===== src/rtl/triggered_minmax_scope_decimator_assert.svh =====
// Assertion macros for the scope decimator RTL.
// Needs clk and rst_n in scope at the place of use.
`ifndef TRIGGERED_MINMAX_SCOPE_DECIMATOR_ASSERT_SVH
`define TRIGGERED_MINMAX_SCOPE_DECIMATOR_ASSERT_SVH

// Same-cycle implication, disabled while reset is held.
`define TMSD_ASSERT_IMP(label, ante, cons, msg) \
  label: assert property (@(posedge clk) disable iff (!rst_n) (ante) |-> (cons)) \
    else $error(msg);

// Next-cycle implication, disabled while reset is held.
`define TMSD_ASSERT_NXT(label, ante, cons, msg) \
  label: assert property (@(posedge clk) disable iff (!rst_n) (ante) |=> (cons)) \
    else $error(msg);

`endif


===== src/rtl/tmsd_pkg.sv =====
// Shared constants, codes and types of the scope decimator.
// No dependencies.
package tmsd_pkg;

  localparam int MAX_BLOCK   = 1024;
  localparam int MAX_COLUMNS = 64;
  localparam int AW          = $clog2(MAX_BLOCK);
  localparam int CW          = $clog2(MAX_COLUMNS) + 1;
  localparam int RW          = ((AW > CW) ? AW : CW) + 1;
  localparam int CFG_IW      = 2;
  localparam int CFG_DW      = 16;

  typedef enum logic [CFG_IW-1:0] {
    CFG_COLUMN_COUNT,
    CFG_DISPLAY_HEIGHT,
    CFG_VERTICAL_OFFSET,
    CFG_AVERAGE_WEIGHT
  } cfg_idx_t;

  typedef enum logic [3:0] {
    DP_NOP,
    DP_LOAD,
    DP_AVG,
    DP_MID_RD,
    DP_MID_GET,
    DP_R_RD,
    DP_L_RD,
    DP_CHECK,
    DP_CLAMP,
    DP_BIN_RD,
    DP_BIN_MUL,
    DP_BIN_UPD,
    DP_EMIT
  } dp_op_t;

  typedef enum logic [3:0] {
    ST_IDLE,
    ST_AVG,
    ST_MID_RD,
    ST_MID_GET,
    ST_R_RD,
    ST_L_RD,
    ST_CHECK,
    ST_CLAMP,
    ST_ADV,
    ST_BIN_RD,
    ST_BIN_MUL,
    ST_BIN_UPD
  } ctrl_state_t;

  typedef struct packed {
    dp_op_t op;
  } dp_cmd_t;

  typedef struct packed {
    logic last;
    logic srch_end;
    logic hit;
    logic adv_done;
    logic adv_emit;
    logic out_free;
  } dp_stat_t;

endpackage


===== src/rtl/tmsd_ctrl.sv =====
// Sequencer of the scope decimator: steps the datapath through loading,
// trigger search, binning and column output. Depends on tmsd_pkg.
module tmsd_ctrl (
  input  logic              clk,
  input  logic              rst_n,
  input  logic              in_valid,
  output logic              in_ready,
  input  tmsd_pkg::dp_stat_t stat,
  output tmsd_pkg::dp_cmd_t  cmd
);
  import tmsd_pkg::*;

  ctrl_state_t state_r, state_nxt;

  always_ff @(posedge clk) begin
    if (!rst_n) begin
      state_r <= ST_IDLE;
    end else begin
      state_r <= state_nxt;
    end
  end

  always_comb begin
    state_nxt = state_r;
    cmd.op    = DP_NOP;
    in_ready  = 1'b0;
    unique case (state_r)
      ST_IDLE: begin
        in_ready = 1'b1;
        if (in_valid) begin
          cmd.op    = DP_LOAD;
          state_nxt = ST_AVG;
        end
      end
      ST_AVG: begin
        cmd.op    = DP_AVG;
        state_nxt = stat.last ? ST_MID_RD : ST_IDLE;
      end
      ST_MID_RD: begin
        cmd.op    = DP_MID_RD;
        state_nxt = ST_MID_GET;
      end
      ST_MID_GET: begin
        cmd.op    = DP_MID_GET;
        state_nxt = ST_R_RD;
      end
      ST_R_RD: begin
        cmd.op    = DP_R_RD;
        state_nxt = stat.srch_end ? ST_CLAMP : ST_L_RD;
      end
      ST_L_RD: begin
        cmd.op    = DP_L_RD;
        state_nxt = ST_CHECK;
      end
      ST_CHECK: begin
        cmd.op    = DP_CHECK;
        state_nxt = stat.hit ? ST_CLAMP : ST_R_RD;
      end
      ST_CLAMP: begin
        cmd.op    = DP_CLAMP;
        state_nxt = ST_ADV;
      end
      ST_ADV: begin
        // Emit finished columns before the next sample is binned.
        if (stat.adv_done) begin
          state_nxt = ST_IDLE;
        end else if (stat.adv_emit) begin
          if (stat.out_free) cmd.op = DP_EMIT;
        end else begin
          state_nxt = ST_BIN_RD;
        end
      end
      ST_BIN_RD: begin
        cmd.op    = DP_BIN_RD;
        state_nxt = ST_BIN_MUL;
      end
      ST_BIN_MUL: begin
        cmd.op    = DP_BIN_MUL;
        state_nxt = ST_BIN_UPD;
      end
      ST_BIN_UPD: begin
        cmd.op    = DP_BIN_UPD;
        state_nxt = ST_ADV;
      end
      default: begin
        state_nxt = ST_IDLE;
      end
    endcase
  end

endmodule


===== config.mk =====
export PLATFORM = sky130hd
export DESIGN_NAME = tmsd_ctrl
export DESIGN_NICKNAME = d
export VERILOG_FILES = /design/src/rtl/triggered_minmax_scope_decimator_assert.svh /design/src/rtl/tmsd_pkg.sv /design/src/rtl/tmsd_ctrl.sv
export SDC_FILE = /design/constraint.sdc
export NUM_CORES = 1
export LEC_CHECK = 0
export BUFFER_PORTS_ARGS = -buffer_cell sky130_fd_sc_hd__clkbuf_2
export CAP_MARGIN = 20
export CORE_AREA = 3 3 40 42
export CTS_CLUSTER_SIZE = 24
export DETAILED_ROUTE_END_ITERATION = 6
export DIE_AREA = 0 0 43 45
export GPL_TIMING_DRIVEN = 0
export SKIP_CTS_REPAIR_TIMING = 1
export SLEW_MARGIN = 5
export SYNTH_ARGS = -nofsm -noshare
export SYNTH_HDL_FRONTEND = slang
export SYNTH_SLANG_ARGS = --single-unit

===== constraint.sdc =====
create_clock -name clk -period 3 [get_ports clk]
set_input_delay 0.45 -clock clk [delete_from_list [all_inputs] [get_ports clk]]
set_output_delay 0.45 -clock clk [all_outputs]
set_load 0.05 [all_outputs]

==> flow_summary.json, run 1 <==
{
  "synth_area_um2": 362,
  "peakVddDrop_mv": 0.128,
  "grt_max_degree": 11,
  "ys_seq_elements": 4,
  "finalSetupViolations": 0,
  "grt_pass1_wl_mm": 1.52,
  "critPathCapture": "cmd[2]",
  "antenna_found_initial": 0,
  "numPortBuffers": 13,
  "syn_inst": 46,
  "yosys.cell_types.count": 29,
  "cp_data_arrival_time_ns": 1.50,
  "largest_reg_flops": 4,
  "crit_slowest_cell": "dfxtp_1",
  "crit_family": "buffers and inverters",
  "hold_viol": 0,
  "tritoncts": "yes",
  "p_leak_nw": 0.229,
  "gp_congestion": 0.724,
  "drt_wl_total_um": 921,
  "cts.reportedPaths.clkPinSlew_ns": 0.04,
  "pwr-share-comb_pct": 49.2,
  "synth_area_leaders": "dfxtp_1 22%, and3b_1 7.3%, buf_4 6.2%",
  "ioPinCount": 14,
  "p_sw_mw": 0.109,
  "syn_nets": 55,
  "intPower_mw": 0.145,
  "cts_buffers": 3,
  "synth_edf_count": 0,
  "maxCapViolCount": 0,
  "diodes": 0,
  "critical_path_class": "flip-flop to output pin",
  "nets": 73,
  "coreArea_um2": 1280,
  "top_register": "state_r",
  "netlist.area_leader.share_pct": 22.1,
  "fin_skew_ns": 0.00111,
  "num_vias": 387,
  "fin_crit_sh_pct": 64.9,
  "ant_nets": 0,
  "row_count": 13,
  "vias_per_cell": 5.03,
  "end_kind": "output pin",
  "mostFrequentLayoutCells": "13 x clkbuf_2, 4 x inv_1, 4 x dfxtp_1",
  "crit_required_ns": 2.55,
  "status": "finished clean",
  "grt_pass1_vias": 379,
  "reg2reg_to": "state_r[1]",
  "final.setup.worst_slack_ns": 1.05,
  "regToRegStartpoint": "state_r[0]",
  "netSwitchingFraction_pct": 42.8,
  "async_flop_share_pct": 0,
  "crit_chain": "buf_4 > mux2_2 > o21ai_1 > clkbuf_2",
  "largestRegisters": "state_r: 4 flops",
  "grt_overflow": 0,
  "floorplan.initialDensity_pct": 28.1,
  "drtPass1Iterations": 2,
  "clk_path_buf_depth": 2,
  "r2r_slack_ns": 1.88,
  "layout-drive-gt1-share_pct": 38.7,
  "relSlewSlack_pct": 77.3,
  "hold_path_class": "input pin to flip-flop",
  "synth-main-ff-cell": "dfxtp_1",
  "synth_area_per_cell_um2": 7.86,
  "final_common_cell": "clkbuf_2",
  "die_y_um": 45,
  "grt_setup_unrepaired": "false",
  "synth_top_cell_by_area": "dfxtp_1",
  "htreeDepth": 1,
  "drc": 0,
  "dieWidth_um": 43,
  "r2r_cells": 4,
  "crit_path_start": "state_r[2]",
  "syn_to_final_growth_pct": 29.4,
  "p_per_area_nw_per_um2": 542,
  "hpwl_um": 663,
  "cp.depth": 4,
  "critPathLaunchType": "flip-flop",
  "tns_ns": 0,
  "cts.sinks": 4,
  "cp_max_fo": 10,
  "min_period_ns": 1.95,
  "pre_cts_ws_ns": 1.31,
  "dieArea_um2": 1940,
  "clk_latency_ns": 0.23,
  "ys_seq_area_share_pct": 22.1,
  "maxSlewViolCount": 0,
  "cpPeakStageDelay_ns": 0.34,
  "power_frac_clock_pct": 26.2,
  "seq_power_share_pct": 24.6,
  "p_total_mw": 0.254,
  "cp_num_buf_inv": 2,
  "utilization_pct": 36.4,
  "worst_pin_slew_ns": 0.338,
  "dr.first_iter.drc_count": 10,
  "cts-root-buf": "clkbuf_4",
  "wl_per_cell_um": 12.0,
  "fmax_mhz": 514,
  "grt_use_total_pct": 10.3,
  "yosysWarnings": 0
}
## routing by layer
layer | up-vias | track usage, % | wire (um)
li1 | 198 | - | -
met4 | 0 | 5.42 | 0
met3 | 0 | 1.59 | 55
met2 | 10 | 16.8 | 445
met1 | 179 | 13.3 | 420
met5 | - | 0 | 0
## through the flow
stage / instance area (um^2) / instances / hold slack, ns
global route: 468 / 77 / 0.501
floorplan: 362 / 46 / 0.538
CTS: 468 / 77 / 0.490
finish: 468 / 77 / 0.497
global placement: 445 / 74 / 0.599
detailed placement: 445 / 74 / 0.604
## cells in the mapped netlist (2+ instances only)
cell / count
inv_1: 4
a21oi_1: 2
and3b_1: 3
nand2_1: 3
nor2_1: 2
o21ai_1: 2
o21ai_0: 3
buf_4: 3
dfxtp_1: 4
## power groups by stage
stage               combinational, mW  clock [mW]  sequential [mW]
floorplan                      0.0985           0           0.0624
global placement                0.124           0           0.0631
detailed placement              0.125           0           0.0632
CTS                             0.125      0.0686           0.0624
global route                    0.133      0.0748           0.0626
finish                          0.125      0.0665           0.0624
## cell type report
cell class | count | area, um^2
Tap cell | 15 | 18.8
Timing Repair Buffer | 13 | 65.1
Multi-Input combinational cell | 34 | 233
Sequential cell | 4 | 80.1
Buffer | 4 | 33.8
Inverter | 4 | 15.0
Fill cell | 161 | 817
Clock buffer | 3 | 22.5
## worst min-delay path, stage by stage
cell and delay (ns):
clkbuf_2 0.09, inv_1 0.09, a21oi_1 0.04
## cell families after synthesis
| group | share of synthesized area [%] |
|---|---|
| compound gates | 29.1 |
| buf+inv | 13.5 |
| mux | 3.11 |
| flops | 22.1 |
| simple gates | 29.8 |
| xor+xnor | 2.42 |
## how the worst min path moves through the flow
stage | cells after the start | to | slack (ns) | start
floorplan | 2 | state_r[0] | 0.54 | state_r[3]
global placement | 2 | state_r[0] | 0.60 | state_r[3]
detailed placement | 2 | state_r[0] | 0.60 | state_r[3]
CTS | 3 | state_r[3] | 0.49 | rst_n
global route | 3 | state_r[3] | 0.50 | rst_n
finish | 3 | state_r[3] | 0.50 | rst_n
No activity file was read; power rests on OpenSTA's default activity.
==> inputs of run 2 (changes only) <==
Settings changed: ABC_AREA set to 1.
Clock period 3 ns to 2 ns, I/O delays scaled along.
==> run 2 against run 1 <==
  * Final cell count is 26% higher
  * First-iteration DRC count shrank 10%
  * Clock skew barely moved
  * Critical path depth is 1 higher
  * Routed wire length shrank 0.98%
  * Highest routed layer unchanged
==> flow_summary.json, run 2 <==
{
  "cts.reportedPaths.clkPinSlew_ns": 0.04,
  "cts.sinks": 4,
  "cpPeakStageDelay_ns": 0.47,
  "cp_data_arrival_time_ns": 1.47,
  "syn_inst": 66,
  "synth_area_per_cell_um2": 5.67,
  "yosysMostFrequentCell": "nand2_1",
  "fin_crit_sh_pct": 88.7,
  "synth_area_um2": 374,
  "multi_input_area_um2": 255,
  "relSlewSlack_pct": 81.0,
  "dr.first_iter.drc_count": 9,
  "yosys.cell_types.count": 15,
  "crit_chain": "inv_2 > nor2_2 > nand2_1 > o2111ai_1 > clkbuf_2",
  "grt_max_degree": 8,
  "die_y_um": 45,
  "tns_ns": 0,
  "top_register": "state_r",
  "worst_pin_slew_ns": 0.285,
  "tritoncts": "yes",
  "critPathLaunchType": "flip-flop",
  "drtPass1Iterations": 4,
  "placed_cells": 94,
  "p_leak_nw": 0.265,
  "largestRegisters": "state_r: 4 flops",
  "maxSlewViolCount": 0,
  "seq_power_share_pct": 26.8,
  "hpwl_um": 765,
  "cp_max_fo": 6,
  "grt_use_total_pct": 11.1,
  "p_sw_mw": 0.177,
  "power_frac_clock_pct": 25.9,
  "fin_hold_ws_ns": 0.343,
  "crit_family": "flip-flops",
  "fillCellCount": 147,
  "ys_seq_area_share_pct": 21.4,
  "maxCapViolCount": 0,
  "end_kind": "output pin",
  "drt_wl_total_um": 912,
  "p_per_area_nw_per_um2": 791,
  "floorplan.initialDensity_pct": 29.1,
  "vias_per_cell": 4.52,
  "gp_congestion": 0.812,
  "hold_path_class": "input pin to flip-flop",
  "crit_slowest_cell": "dfxtp_1",
  "fmax_mhz": 564,
  "antenna_found_initial": 0,
  "synth_edf_count": 0,
  "intPower_mw": 0.205,
  "row_count": 13,
  "grt_pass1_vias": 410,
  "dieArea_um2": 1940,
  "synth_top_cell_by_area": "nand2_1",
  "layoutNonFillerInstCount": 97,
  "dieWidth_um": 43,
  "dpl_cell_area_um2": 460,
  "async_flop_share_pct": 0,
  "pre_cts_ws_ns": 0.476,
  "peakVddDrop_mv": 0.205,
  "crit_required_ns": 1.70,
  "grt_overflow": 0,
  "netlist.area_leader.share_pct": 22.1,
  "regToRegStartpoint": "state_r[1]",
  "pwr-share-comb_pct": 47.3,
  "yosysWarnings": 0,
  "synth-main-ff-cell": "dfxtp_1",
  "mostFrequentLayoutCells": "22 x nand2_1, 13 x clkbuf_2, 8 x nor2_1, 6 x inv_1, 6 x nand3_1",
  "grt_setup_unrepaired": "false",
  "critPathCapture": "cmd[0]",
  "num_vias": 438,
  "min_period_ns": 1.77,
  "final.setup.worst_slack_ns": 0.226,
  "critical_path_class": "flip-flop to output pin",
  "r2r_cells": 6,
  "seqCellArea_um2": 80.1,
  "status": "finished clean",
  "cts-root-buf": "clkbuf_4",
  "clk_path_buf_depth": 2,
  "numPortBuffers": 13,
  "finalSetupViolations": 0,
  "cts_buffers": 3,
  "grt_pass1_wl_mm": 1.60,
  "netSwitchingFraction_pct": 46.4,
  "hold_viol": 0,
  "clk_latency_ns": 0.23,
  "wl_per_cell_um": 9.40,
  "coreArea_um2": 1280,
  "diodes": 0,
  "fin_area_um2": 483,
  "largest_reg_flops": 4,
  "ant_nets": 0,
  "syn_nets": 75,
  "drc": 0,
  "netlist_top_cells_count": "22 x nand2_1, 9 x nor2_1, 6 x inv_1, 6 x nand3_1, 5 x inv_2",
  "ys_seq_elements": 4,
  "synth_area_leaders": "nand2_1 22%, dfxtp_1 21%, nor2_1 9.0%",
  "syn_to_final_growth_pct": 29.1,
  "reg2reg_to": "state_r[0]",
  "ioPinCount": 14,
  "r2r_slack_ns": 0.87,
  "crit_path_start": "state_r[1]",
  "final_common_cell": "nand2_1",
  "htreeDepth": 1,
  "cp_num_buf_inv": 2,
  "nets": 93,
  "layout-drive-gt1-share_pct": 34.1,
  "cp.depth": 5,
  "fin_skew_ns": 0.00112
}
## run 2: metrics by stage
step / power [mW] / utilization, %
2_1_floorplan: 0.245 / -
3_3_place_gp: 0.287 / 35.8
3_5_place_dp: 0.285 / 35.8
4_1_cts: 0.389 / 37.6
5_1_grt: 0.415 / 37.6
6_report: 0.382 / 37.6
## run 2: area by class of cell
class                      instances  share of cell area, %
sequential                         4                   16.6
timing repair buffer              13                   13.5
inverter                          11                   8.55
clock buffer                       3                   4.66
tap                               15                   3.89
multi-input combinational         51                   52.8
## run 2: how the worst min path moves through the flow
stage                from    endpoint  slack [ns]  cells past startpoint
floorplan           rst_n  state_r[0]        0.47                      2
global placement    rst_n  state_r[1]        0.58                      3
detailed placement  rst_n  state_r[0]        0.58                      3
CTS                 rst_n  state_r[0]        0.34                      3
global route        rst_n  state_r[0]        0.35                      3
finish              rst_n  state_r[0]        0.34                      3
## run 2: cells by family after synthesis
group	after synthesis	share of synthesized area, %
buffers and inverters	11	11.0
flip-flops	4	21.4
AO/OA/AOI/OAI	5	9.03
AND/OR/NAND/NOR	46	58.5
## run 2: power groups by stage
stage          clock network, mW  logic (mW)  registers [mW]
2_1_floorplan                  0       0.144           0.101
3_3_place_gp                   0       0.183           0.104
5_1_grt                    0.114       0.198           0.103
6_report                  0.0991       0.181           0.102
3_5_place_dp                   0       0.182           0.104
4_1_cts                    0.104       0.182           0.103
## run 2: layer usage
metal,global-route usage [%],part of all wire [%],up-vias
li1,-,-,243
met1,12.7,46,187
met2,18.6,49,8
met5,0,0,-
met4,5.42,0,0
met3,3.98,4.4,0
## run 2: worst reg2reg max path: cells and delay by family, from the launching register on
family,cells,cell delay (ns)
buffers and inverters,1,0.10
DFF,1,0.47
and+or+nand+nor,5,0.49
==> inputs of run 3 (changes only) <==
Settings changed: CELL_PAD_IN_SITES_DETAIL_PLACEMENT set to 0, CELL_PAD_IN_SITES_GLOBAL_PLACEMENT set to 1, CORE_AREA 3 3 40 42 to unset, CORE_MARGIN set to 3, CORE_UTILIZATION set to 28, DIE_AREA 0 0 43 45 to unset, PLACE_DENSITY_LB_ADDON set to 0.1.
==> run 3 against run 2 <==
  * Final cell count fell by 1.0%
  * Global-route usage grew 0.62 points
  * Via count up 2.3%
  * First-iteration DRC count unchanged
  * Critical path depth unchanged
  * Sequential power about the same
  * Worst setup slack better by 0.018 ns
  * Die area shrank 6.4%
  * Utilization grew 3.5 points
  * Register-to-register slack better by 0.02 ns
  * Critical path type unchanged
==> flow_summary.json, run 3 (same netlist as run 2, synthesis figures left out) <==
{
  "critPathLaunchType": "flip-flop",
  "critical_path_class": "flip-flop to output pin",
  "dr.first_iter.drc_count": 9,
  "utilization_pct": 41.1,
  "finalSetupViolations": 0,
  "vias_per_cell": 4.67,
  "p_leak_nw": 0.265,
  "grt_setup_unrepaired": "false",
  "grt_max_degree": 8,
  "dieArea_um2": 1810,
  "cts_buffers": 3,
  "mostFrequentLayoutCells": "22 x nand2_1, 13 x clkbuf_2, 8 x nor2_1, 6 x inv_1, 6 x nand3_1",
  "hpwl_um": 806,
  "hold_viol": 0,
  "drt_wl_total_um": 966,
  "nets": 93,
  "grt_use_total_pct": 11.8,
  "cts-root-buf": "clkbuf_4",
  "drc": 0,
  "final_common_cell": "nand2_1",
  "p_per_area_nw_per_um2": 795,
  "status": "finished clean",
  "fin_area_um2": 482,
  "hold_path_class": "input pin to flip-flop",
  "fin_skew_ns": 0.00425,
  "tritoncts": "yes",
  "grt_pass1_vias": 400,
  "cts.sinks": 4,
  "grt_overflow": 0,
  "peakVddDrop_mv": 0.280,
  "htreeDepth": 1,
  "min_period_ns": 1.76,
  "largestRegisters": "state_r: 4 flops",
  "syn_to_final_growth_pct": 28.8,
  "clk_latency_ns": 0.23,
  "ioPinCount": 14,
  "layout-drive-gt1-share_pct": 34.1,
  "final.setup.worst_slack_ns": 0.244,
  "numPortBuffers": 13,
  "coreArea_um2": 1170,
  "die_y_um": 42.6,
  "maxSlewViolCount": 0,
  "worst_pin_slew_ns": 0.302,
  "row_count": 12,
  "tns_ns": 0,
  "gp_congestion": 0.730,
  "crit_required_ns": 1.70,
  "placed_cells": 93,
  "floorplan.initialDensity_pct": 31.9,
  "dieWidth_um": 42.6,
  "ant_nets": 0,
  "layoutNonFillerInstCount": 96,
  "drtPass1Iterations": 4,
  "top_register": "state_r",
  "largest_reg_flops": 4,
  "antenna_found_initial": 0,
  "clk_path_buf_depth": 2,
  "wl_per_cell_um": 10.1,
  "end_kind": "output pin",
  "cp_data_arrival_time_ns": 1.46,
  "cp_max_fo": 6,
  "fillCellCount": 143,
  "dpl_cell_area_um2": 459,
  "grt_pass1_wl_mm": 1.61,
  "maxCapViolCount": 0,
  "diodes": 0,
  "fin_crit_sh_pct": 87.8,
  "num_vias": 448,
  "fmax_mhz": 570,
  "relSlewSlack_pct": 79.8,
  "cts.reportedPaths.clkPinSlew_ns": 0.04,
  "pre_cts_ws_ns": 0.482
}
==> run 3: cell counts in the layout (fill, tap and decap cells not counted) <==
No cell type changed its count.
==> run 3: path summary, 6_finish.rpt <==
path | start | endpoint | slack [ns] | cells past startpoint
setup / recovery | state_r[1] | cmd[0] | 0.24 | 5
hold / removal | rst_n | state_r[3] | 0.34 | 3
setup reg to reg | state_r[2] | state_r[0] | 0.89 | 6
hold reg to reg | state_r[3] | state_r[2] | 0.77 | 3
==> run 3: per-stage QoR <==
stage                     power (mW)  hold slack [ns]
after floorplan                0.245            0.472
after detailed placement       0.287            0.585
after CTS                      0.391            0.340
final                          0.383            0.343
after global placement         0.289            0.575
after global routing           0.413            0.368
==> run 3: worst max-delay path, cell delays in order, from the launching register on <==
cell	delay, ns
dfxtp_1	0.47
inv_2	0.09
nor2_2	0.15
nand2_1	0.10
o2111ai_1	0.11
clkbuf_2	0.30
==> run 3: power breakdown <==
| part | internal, mW | switching (mW) | total, mW |
|---|---|---|---|
| combinational | 0.0501 | 0.131 | 0.181 |
| sequential | 0.0874 | 0.0155 | 0.103 |
| clock | 0.0670 | 0.0316 | 0.0986 |
==> run 3: cell type report <==
cell class | count | area [um^2] | share of cell area, %
Sequential cell | 4 | 80.1 | 16.6
Clock buffer | 3 | 22.5 | 4.68
Tap cell | 14 | 17.5 | 3.64
Timing Repair Buffer | 13 | 65.1 | 13.5
Inverter | 11 | 41.3 | 8.57
Multi-Input combinational cell | 51 | 255 | 53.0
==> run 3: metal layers <==
| metal | vias to the layer above | global-route usage [%] | share of wire [%] |
|---|---|---|---|
| met5 | - | 0 | 0 |
| met2 | 8 | 17.9 | 46 |
| met3 | 2 | 2.58 | 5.5 |
| met4 | 0 | 7.45 | 0.62 |
| met1 | 190 | 14.7 | 47 |
| li1 | 248 | - | - |
